`src/sv/diameter_result_code_extractor_defines.svh`:
```
// Assertion helpers shared by the RTL.
`ifndef DIAMETER_RESULT_CODE_EXTRACTOR_DEFINES_SVH
`define DIAMETER_RESULT_CODE_EXTRACTOR_DEFINES_SVH

// Check a property on every rising clock edge outside of reset.
`define DRCE_ASSERT(lbl, prop, msg) \
	lbl: assert property (@(posedge clk) disable iff (!arst_n) (prop)) else $error(msg);

// Check that a condition never holds on any rising clock edge outside of reset.
`define DRCE_NEVER(lbl, cond, msg) \
	lbl: assert property (@(posedge clk) disable iff (!arst_n) !(cond)) else $error(msg);

`endif

```
`src/sv/drce_pkg.sv`:
```
`default_nettype none
package drce_pkg;

	localparam int POS_BITS = 24;
	localparam int ADDR_W   = 4;

	localparam logic [7:0]  HEADER_BYTES_RST  = 8'd20;
	localparam logic [31:0] RESULT_CODE_RST   = 32'd268;
	localparam logic [31:0] EXPER_CODE_RST    = 32'd297;
	localparam logic [7:0]  EXPER_SKIP_RST    = 8'd20;

	localparam logic [1:0] REG_HEADER_BYTES = 2'd0;
	localparam logic [1:0] REG_RESULT_CODE  = 2'd1;
	localparam logic [1:0] REG_EXPER_CODE   = 2'd2;
	localparam logic [1:0] REG_EXPER_SKIP   = 2'd3;

	typedef struct packed {
		logic [7:0] data_byte;
		logic       last_byte;
	} in_item_t;

	typedef struct packed {
		logic        found;
		logic        from_experimental;
		logic [31:0] result_value;
		logic        malformed;
	} result_t;

	typedef struct packed {
		logic [7:0]  header_bytes;
		logic [31:0] result_code_id;
		logic [31:0] experimental_code_id;
		logic [7:0]  experimental_skip;
	} cfg_t;

endpackage
`default_nettype wire

```
`src/sv/drce_regs.sv`:
```
`default_nettype none
module drce_regs (
	input  wire logic                        clk,
	input  wire logic                        arst_n,
	input  wire logic                        psel,
	input  wire logic                        penable,
	input  wire logic                        pwrite,
	input  wire logic [drce_pkg::ADDR_W-1:0] paddr,
	input  wire logic [31:0]                 pwdata,
	output logic      [31:0]                 prdata,
	output drce_pkg::cfg_t                   cfg
);
	import drce_pkg::*;

	cfg_t       cfg_q;
	logic [1:0] reg_idx;
	logic       wr_en;

	assign reg_idx = paddr[3:2];
	assign wr_en   = psel && penable && pwrite;

	always_ff @(posedge clk or negedge arst_n) begin
		if (!arst_n) begin
			cfg_q.header_bytes         <= HEADER_BYTES_RST;
			cfg_q.result_code_id       <= RESULT_CODE_RST;
			cfg_q.experimental_code_id <= EXPER_CODE_RST;
			cfg_q.experimental_skip    <= EXPER_SKIP_RST;
		end else if (wr_en) begin
			case (reg_idx)
				REG_HEADER_BYTES: cfg_q.header_bytes         <= pwdata[7:0];
				REG_RESULT_CODE:  cfg_q.result_code_id       <= pwdata;
				REG_EXPER_CODE:   cfg_q.experimental_code_id <= pwdata;
				REG_EXPER_SKIP:   cfg_q.experimental_skip    <= pwdata[7:0];
				default: ;
			endcase
		end
	end

	always_comb begin
		case (reg_idx)
			REG_HEADER_BYTES: prdata = {24'd0, cfg_q.header_bytes};
			REG_RESULT_CODE:  prdata = cfg_q.result_code_id;
			REG_EXPER_CODE:   prdata = cfg_q.experimental_code_id;
			REG_EXPER_SKIP:   prdata = {24'd0, cfg_q.experimental_skip};
			default:          prdata = 32'd0;
		endcase
	end

	assign cfg = cfg_q;

endmodule
`default_nettype wire

```
`src/sv/drce_parser.sv`:
```
`default_nettype none
module drce_parser (
	input  wire logic              clk,
	input  wire logic              arst_n,
	input  wire logic              step,
	input  wire drce_pkg::in_item_t item,
	input  wire drce_pkg::cfg_t    cfg,
	output drce_pkg::result_t      res
);
	import drce_pkg::*;

	localparam int SUM_W = 26;
	localparam logic [POS_BITS-1:0] POS_MAX = {POS_BITS{1'b1}};

	localparam logic [1:0] PH_WALK  = 2'd0;
	localparam logic [1:0] PH_VALUE = 2'd1;
	localparam logic [1:0] PH_END   = 2'd2;

	function automatic logic [POS_BITS-1:0] clamp_pos(input logic [SUM_W-1:0] v);
		logic [POS_BITS-1:0] r;
		if (v > SUM_W'(POS_MAX)) r = POS_MAX;
		else r = v[POS_BITS-1:0];
		return r;
	endfunction

	logic [POS_BITS-1:0] pos_q, nas_q, vp_q;
	logic [31:0]         fs_q, code_q;
	logic [1:0]          ph_q;
	logic                exp_q, found_q, malf_q;

	// state as seen by this byte: a message start restarts the walk
	logic                at_start;
	logic [POS_BITS-1:0] nas_c, vp_c;
	logic [31:0]         fs_c, code_c;
	logic [1:0]          ph_c;
	logic                exp_c, found_c, malf_c;

	logic [POS_BITS-1:0] pos_n, nas_n, vp_n;
	logic [31:0]         fs_n, code_n;
	logic [1:0]          ph_n;
	logic                exp_n, found_n, malf_n;

	logic [31:0]         fs_shift;
	logic [23:0]         avp_len;
	logic [24:0]         padded;
	logic [POS_BITS-1:0] walk_diff, val_diff;
	logic                walk_hit, val_hit;
	logic [2:0]          woff;
	logic [1:0]          voff;

	assign at_start = (pos_q == '0);
	assign nas_c    = at_start ? POS_BITS'(cfg.header_bytes) : nas_q;
	assign vp_c     = at_start ? '0 : vp_q;
	assign fs_c     = at_start ? 32'd0 : fs_q;
	assign code_c   = at_start ? 32'd0 : code_q;
	assign ph_c     = at_start ? PH_WALK : ph_q;
	assign exp_c    = at_start ? 1'b0 : exp_q;
	assign found_c  = at_start ? 1'b0 : found_q;
	assign malf_c   = at_start ? 1'b0 : malf_q;

	assign fs_shift  = {fs_c[23:0], item.data_byte};
	assign avp_len   = fs_shift[23:0];
	assign padded    = ({1'b0, avp_len} + 25'd3) & ~25'd3;
	assign walk_diff = pos_q - nas_c;
	assign val_diff  = pos_q - vp_c;
	assign walk_hit  = (pos_q >= nas_c) && (walk_diff[POS_BITS-1:3] == '0);
	assign val_hit   = (pos_q >= vp_c) && (val_diff[POS_BITS-1:2] == '0);
	assign woff      = walk_diff[2:0];
	assign voff      = val_diff[1:0];

	always_comb begin
		nas_n   = nas_c;
		vp_n    = vp_c;
		fs_n    = fs_c;
		code_n  = code_c;
		ph_n    = ph_c;
		exp_n   = exp_c;
		found_n = found_c;
		malf_n  = malf_c;
		if (pos_q == POS_MAX) begin
			ph_n = PH_END;
		end else begin
			case (ph_c)
				PH_WALK: begin
					if (walk_hit && woff != 3'd4) begin
						fs_n = fs_shift;
						if (woff == 3'd3) begin
							code_n = fs_shift;
							fs_n   = 32'd0;
						end else if (woff == 3'd7) begin
							fs_n = 32'd0;
							if (code_c == cfg.result_code_id) begin
								vp_n = clamp_pos(SUM_W'(nas_c) + SUM_W'(8));
								ph_n = PH_VALUE;
							end else if (code_c == cfg.experimental_code_id) begin
								vp_n  = clamp_pos(SUM_W'(nas_c) + SUM_W'(8)
									+ SUM_W'(cfg.experimental_skip));
								exp_n = 1'b1;
								ph_n  = PH_VALUE;
							end else if (avp_len < 24'd8) begin
								malf_n = 1'b1;
								ph_n   = PH_END;
							end else begin
								nas_n = clamp_pos(SUM_W'(nas_c) + SUM_W'(padded));
							end
						end
					end
				end
				PH_VALUE: begin
					if (val_hit) begin
						fs_n = fs_shift;
						if (voff == 2'd3) begin
							found_n = 1'b1;
							ph_n    = PH_END;
						end
					end
				end
				default: ;
			endcase
		end
		if (item.last_byte) pos_n = '0;
		else if (pos_q == POS_MAX) pos_n = pos_q;
		else pos_n = pos_q + 1'b1;
	end

	always_ff @(posedge clk or negedge arst_n) begin
		if (!arst_n) begin
			pos_q   <= '0;
			ph_q    <= PH_WALK;
			exp_q   <= 1'b0;
			found_q <= 1'b0;
			malf_q  <= 1'b0;
		end else if (step) begin
			pos_q   <= pos_n;
			ph_q    <= ph_n;
			exp_q   <= exp_n;
			found_q <= found_n;
			malf_q  <= malf_n;
		end
	end

	always_ff @(posedge clk) begin
		if (step) begin
			nas_q  <= nas_n;
			vp_q   <= vp_n;
			fs_q   <= fs_n;
			code_q <= code_n;
		end
	end

	assign res.found             = found_n;
	assign res.from_experimental = found_n && exp_n;
	assign res.result_value      = found_n ? fs_n : 32'd0;
	assign res.malformed         = malf_n;

endmodule
`default_nettype wire

```
`src/sv/diameter_result_code_extractor.sv`:
```
// Diameter Result-Code extractor.
// Message bytes enter on the byte channel (byte_valid / byte_ready, payload
// byte_item with data_byte and last_byte). One result leaves on the result
// channel (result_valid / result_ready, payload result_item) for each byte
// marked last_byte; no other byte yields a transfer.
// The APB port sets header length, the two AVP codes and the experimental
// skip; write it only between messages. pready is tied high.
// Throughput: one byte per cycle unless a last byte stalls, as below. Each
// byte passes an input register, then the compare and position update into
// the parser state. The result of a last byte is then taken into the output
// register; the last byte waits while an earlier result still waits there.
// The output register lets the next message stream in while a result waits;
// only a further last byte stalls (byte_ready low) until result_ready.
// Reset (arst_n low) empties both registers, restores the configuration
// defaults and restarts the walk at byte position zero.
`default_nettype none
`include "diameter_result_code_extractor_defines.svh"
module diameter_result_code_extractor (
	input  wire logic                        clk,
	input  wire logic                        arst_n,
	input  wire logic                        byte_valid,
	output logic                             byte_ready,
	input  wire drce_pkg::in_item_t          byte_item,
	output logic                             result_valid,
	input  wire logic                        result_ready,
	output drce_pkg::result_t                result_item,
	input  wire logic                        psel,
	input  wire logic                        penable,
	input  wire logic                        pwrite,
	input  wire logic [drce_pkg::ADDR_W-1:0] paddr,
	input  wire logic [31:0]                 pwdata,
	output logic      [31:0]                 prdata,
	output logic                             pready
);
	import drce_pkg::*;

	cfg_t     cfg;
	result_t  res;
	in_item_t item_s1;
	logic     valid_s1;
	logic     advance;
	logic     result_valid_q;
	result_t  result_item_q;

	drce_regs u_regs (
		.clk     (clk),
		.arst_n  (arst_n),
		.psel    (psel),
		.penable (penable),
		.pwrite  (pwrite),
		.paddr   (paddr),
		.pwdata  (pwdata),
		.prdata  (prdata),
		.cfg     (cfg)
	);

	drce_parser u_parser (
		.clk    (clk),
		.arst_n (arst_n),
		.step   (advance),
		.item   (item_s1),
		.cfg    (cfg),
		.res    (res)
	);

	// a last byte waits while the result register is still full and not being read
	assign advance    = valid_s1 && (!item_s1.last_byte || !result_valid_q || result_ready);
	assign byte_ready = !valid_s1 || advance;
	assign pready     = 1'b1;

	always_ff @(posedge clk or negedge arst_n) begin
		if (!arst_n) begin
			valid_s1 <= 1'b0;
		end else if (byte_valid && byte_ready) begin
			valid_s1 <= 1'b1;
		end else if (advance) begin
			valid_s1 <= 1'b0;
		end
	end

	always_ff @(posedge clk) begin
		if (byte_valid && byte_ready) item_s1 <= byte_item;
	end

	always_ff @(posedge clk or negedge arst_n) begin
		if (!arst_n) begin
			result_valid_q <= 1'b0;
		end else if (advance && item_s1.last_byte) begin
			result_valid_q <= 1'b1;
		end else if (result_ready) begin
			result_valid_q <= 1'b0;
		end
	end

	always_ff @(posedge clk) begin
		if (advance && item_s1.last_byte) result_item_q <= res;
	end

	assign result_valid = result_valid_q;
	assign result_item  = result_item_q;

	`DRCE_ASSERT(a_last_blocks,
		(valid_s1 && item_s1.last_byte && result_valid_q && !result_ready) |-> !byte_ready,
		"last byte advanced over a full result register")
	`DRCE_NEVER(a_exp_needs_found,
		result_valid_q && result_item_q.from_experimental && !result_item_q.found,
		"experimental flag without found")
	`DRCE_ASSERT(a_zero_not_found,
		(result_valid_q && !result_item_q.found) |-> (result_item_q.result_value == 32'd0),
		"nonzero value on not found")

endmodule
`default_nettype wire
```
`config.mk`:
```
export PLATFORM = sky130hd
export DESIGN_NAME = diameter_result_code_extractor
export DESIGN_NICKNAME = d
export VERILOG_FILES = /design/src/sv/drce_pkg.sv /design/src/sv/drce_regs.sv /design/src/sv/drce_parser.sv /design/src/sv/diameter_result_code_extractor.sv
export VERILOG_INCLUDE_DIRS = /design/src /design/src/sv
export SDC_FILE = /design/constraint.sdc
export NUM_CORES = 1
export LEC_CHECK = 0
export ABC_AREA = 0
export BUFFER_PORTS_ARGS = -buffer_cell sky130_fd_sc_hd__buf_2
export CAP_MARGIN = 10
export CORE_ASPECT_RATIO = 0.6
export CORE_MARGIN = 2
export CORE_UTILIZATION = 35
export DETAILED_ROUTE_END_ITERATION = 6
export PLACE_DENSITY = 0.59
export SLEW_MARGIN = 10
export SYNTH_ARGS = -nofsm -noshare
export SYNTH_HDL_FRONTEND = slang
export SYNTH_HIERARCHICAL = 1
export SYNTH_SLANG_ARGS = --single-unit
```
`constraint.sdc`:
```
create_clock -name clk -period 8.2 [get_ports clk]
set_input_delay 1.64 -clock clk [delete_from_list [all_inputs] [get_ports clk]]
set_output_delay 1.64 -clock clk [all_outputs]
set_load 0.005 [all_outputs]
```
==> summary.md <==
| Metric | Value |
|---|---|
| Status | `finished clean` |
| Final WL | `~74 mm` |
| Ys async rst share | `0.4157` |
| DRT Pass-1 Iters | `6` |
| Seq cells post-synth | `~270` |
| Final worst path period share | `0.9181` |
| Internal power | `around 3.4 mW` |
| Worst-skew pair later-pin latency | `0.58 ns` |
| Hold Startpoint | `u_parser/malf_q$_DFFE_PN0P_` |
| Post-synthesis cell type count | `97` |
| CP cell instances | `inv_1, ha_1, nor4b_1, and4_1, nand2_4, buf_4, nand2_1, nand2_1, ha_1, inv_1, fa_1, a211oi_2, o211ai_1, nand4b_1, a21o_1, nand4_1, o221ai_1, and4b_1, and2_1, buf_4, nor2_1, nor4_1, nor3_1` |
| Logic pwr share | `0.432` |
| R2r worst-path depth | `23` |
| # clock sinks | `~270` |
| Util after Layout | `0.3885` |
| Reg2reg setup slack | `0.67 ns` |
| Row cnt | `a little under 70` |
| Share of layout cells above drive strength 1 | `0.1460` |
| YS warnings | `6` |
| VDD IR-drop max | `~0.17 mV` |
| Final #Nets | `between 2000 and 3000` |
| Top FF cell, synth | `edfxtp_1` |
| RSZ-0062 raised after global routing | `false` |
| Post-DP HPWL | `around 58 mm` |
| DRT iter0 DRCs | `between 2000 and 3000` |
| Synth Instances | `about 2300` |
| TritonCTS clock tree | `done` |
| Total gr overflow | `0` |
| Number of max-slew violations in the final report | `0` |
| Number of vias in the routed layout | `19264` |
| Antenna Violating Nets Remaining | `0` |
| Fillers | `~6000` |
| Critical Path Max Stage Delay | `roughly 0.73 ns` |
| Synth area leader | `edfxtp_1` |
| Buf+Inv Stages, Crit Path | `4` |
| Routed len/inst | `23.40 um` |
| Crit Reg-Reg Startpoint | `u_parser/pos_q[1]$_DFFE_PN0P_` |
| DRC viols | `0` |
| First-pass GRT wire length | `roughly 110 mm` |
| Clock Skews | `between 0.015 and 0.02 ns` |
| Resize count post-CTS | `0` |
| Core ar. | `around 60000 um^2` |
| NetSw | `2.505 mW` |
| CTS Root Cell | `clkbuf_16` |
| Tmin final | `around 7.5 ns` |
| Crit-path slowest cell | `and4_1` |
| Seq/Total Area, Yosys | `0.3606` |
| Layout overhead on the synthesized area | `10.36%` |
| Fmax | `around 130 MHz` |
| Critical Path RT | `8.50 ns` |
| CP delay by family, top | `simple AND/OR/NAND/NOR gates` |
| Hold path depth | `2` |
| Crit path kind | `reg2reg` |
| Switching Fraction | `0.4266` |
| Arrival @ worst endpoint | `around 7.8 ns` |
| Max Cap Viol | `0` |
| Slack of the critical path | `approximately 0.67 ns` |
| Hold-fix buffers at CTS | `0` |
| Share of the synthesized area in the top cell type | `0.2260` |
| # setup viols final | `0` |
| Num CTS Buffers | `27` |
| Sequential power share | `0.358` |
| Number of synthesized flops with an enable pin | `around 160` |
| Crit path max fanout | `24` |
| Pwr per Cell Area | `between 200 and 300 nW/um^2` |
| Tightest Pin Transition | `1.200 ns` |
| Post-CTS setup buffer count | `0` |
| DIE WIDTH | `318.2 um` |
| Mean Syn Cell Area | `about 8.9 um^2` |
| Die ar. | `about 61000 um^2` |
| Reg clk slew, reported paths | `approximately 0.070 ns` |
| Leakage | `about 9.5 nW` |
| Post-Synthesis Cell Area | `just over 20000 um^2` |
| Starting density of the core | `0.3521` |
| CP Launch Type | `register` |
| Number of H-tree levels | `1` |
| IO Pins | `122` |
| CTS Buffer Depth | `3` |
| Min-delay worst type | `reg2reg` |
| RR Endpoint | `result_item[5]$_DFFE_PP_` |
| Hold Vio Cnt, Final | `0` |
| Design Power | `5.873 mW` |
| Vias per cell | `~6.1` |
| Chip Height | `192.5 um` |
| Most frequent cells after synthesis | `nand2_1, a21oi_1, nor2_1` |
| Most frequent cell after synthesis | `nand2_1` |
| Setup WS pre-CTS | `about 0.94 ns` |
| Vias in the first global route | `around 17000` |
| Initial antenna violation count | `2` |
| Setup TNS | `0 ns` |
| Total GRT Usage | `0.2354` |
| # port buffers | `~120` |
| Largest net degree at the start of global routing | `about 120` |
| Syn Nets | `approximately 2500` |
| Critical Path End Type | `register` |
| Max_slew headroom | `0.1967` |
| Clk network pwr share | `0.210` |
| Hold EP | `u_parser/malf_q$_DFFE_PN0P_` |
| Gpl congestion | `0.9685` |
| Synth area leaders | `edfxtp_1, dfrtp_1, nand2_1` |
==> cell families (layout without fill, tap and decap cells) <==
logic type / count (synthesis) / in the layout / synth area share
buffers and inverters: 219 / 293 / 0.04647
flip-flops: 267 / 267 / 0.3606
adder cells (fa/ha/maj): 87 / 87 / 0.05396
XOR/XNOR: 117 / 117 / 0.04943
AO/OA/AOI/OAI: 619 / 619 / 0.1964
multiplexers: 136 / 136 / 0.08106
other: 1 / 3 / 0.0001809
AND/OR/NAND/NOR: 877 / 877 / 0.2119
==> cells in the final DEF, fill, tap and decap left out, drive strengths merged, types with 39 or more instances in the layout <==
cell type | Yosys | routed
xor2 | 55 | 55
nand2 | 278 | 278
mux2i | 43 | 43
o22ai | 50 | 50
inv | 87 | 91
nand3 | 94 | 94
a21oi | 181 | 181
a22o | 44 | 44
dfrtp | 100 | 100
mux2 | 85 | 85
edfxtp | 156 | 156
nor2 | 163 | 163
nor3 | 64 | 64
o21ai | 109 | 109
buf | 52 | 156
ha | 83 | 83
and3 | 43 | 43
xnor2 | 62 | 62
a21o | 39 | 39
==> worst max path at each step <==
stage | to | cells past startpoint | slack [ns] | start
after global placement | result_item[5]$_DFFE_PP_ | 23 | 0.99 | u_parser/pos_q[1]$_DFFE_PN0P_
after CTS | result_item[30]$_DFFE_PP_ | 23 | 0.92 | u_parser/pos_q[1]$_DFFE_PN0P_
final | result_item[5]$_DFFE_PP_ | 23 | 0.67 | u_parser/pos_q[1]$_DFFE_PN0P_
after floorplan | u_parser/pos_q[23]$_DFFE_PN0P_ | 10 | 1.51 | result_ready
after global routing | result_item[5]$_DFFE_PP_ | 23 | 0.37 | u_parser/pos_q[1]$_DFFE_PN0P_
after detailed placement | result_item[30]$_DFFE_PP_ | 18 | 0.94 | u_parser/pos_q[1]$_DFFE_PN0P_
==> power by group through the flow <==
stage / logic [mW] / clock network (mW) / registers, mW
finish: 2.54 / 1.23 / 2.10
global route: 2.77 / 1.31 / 2.13
CTS: 2.48 / 1.26 / 2.08
detailed placement: 2.46 / 0 / 2.11
global placement: 2.42 / 0 / 2.09
floorplan: 1.83 / 0 / 1.91
==> tightest hold or removal path, stage by stage (launching register included) <==
cell	delay [ns]
dfrtp_1	0.35
nand2_1	0.05
o21ai_0	0.06
==> registers in the layout, summed over array words and instances, names as in the netlist <==
signal            cells
result_valid          1
u_regs/cfg           80
u_parser/ph_q         2
result_item          35
u_parser/nas_q       24
u_parser/fs_q        32
item_s1               9
u_parser/pos_q       24
u_parser/malf_q       1
u_parser/found_q      1
u_parser/vp_q        24
u_parser/exp_q        1
u_parser/code_q      32
valid_s1              1
==> per-layer routing <==
metal	GRT usage	share of wire	vias up
met4	0.03190	0.013	2
li1	-	-	8762
met3	0.08962	0.13	75
met5	0	0.00017	-
met2	0.2854	0.35	971
met1	0.3808	0.51	9454
==> per-stage QoR <==
step / hold WS [ns] / cells / cell area (um^2)
after floorplan: 0.4489 / 2323 / 20730
after global placement: 0.4652 / 3129 / 22020
after detailed placement: 0.4742 / 3129 / 22020
after CTS: 0.4901 / 3178 / 22870
after global routing: 0.5424 / 3179 / 22870
final: 0.4903 / 3180 / 22880
==> area by class of cell <==
class	count	area (um^2)	share of cell area
multi-input cells	1837	12340	0.5393
flip-flops and latches	267	7476	0.3268
well taps	781	977.2	0.04272
repair buffers	156	903.4	0.03949
clock buffers	32	704.4	0.03079
inverters	88	330.3	0.01444
clock inverters	17	142.6	0.006235
diodes	2	5.005	0.0002188
(Power assumes the default switching activity.)
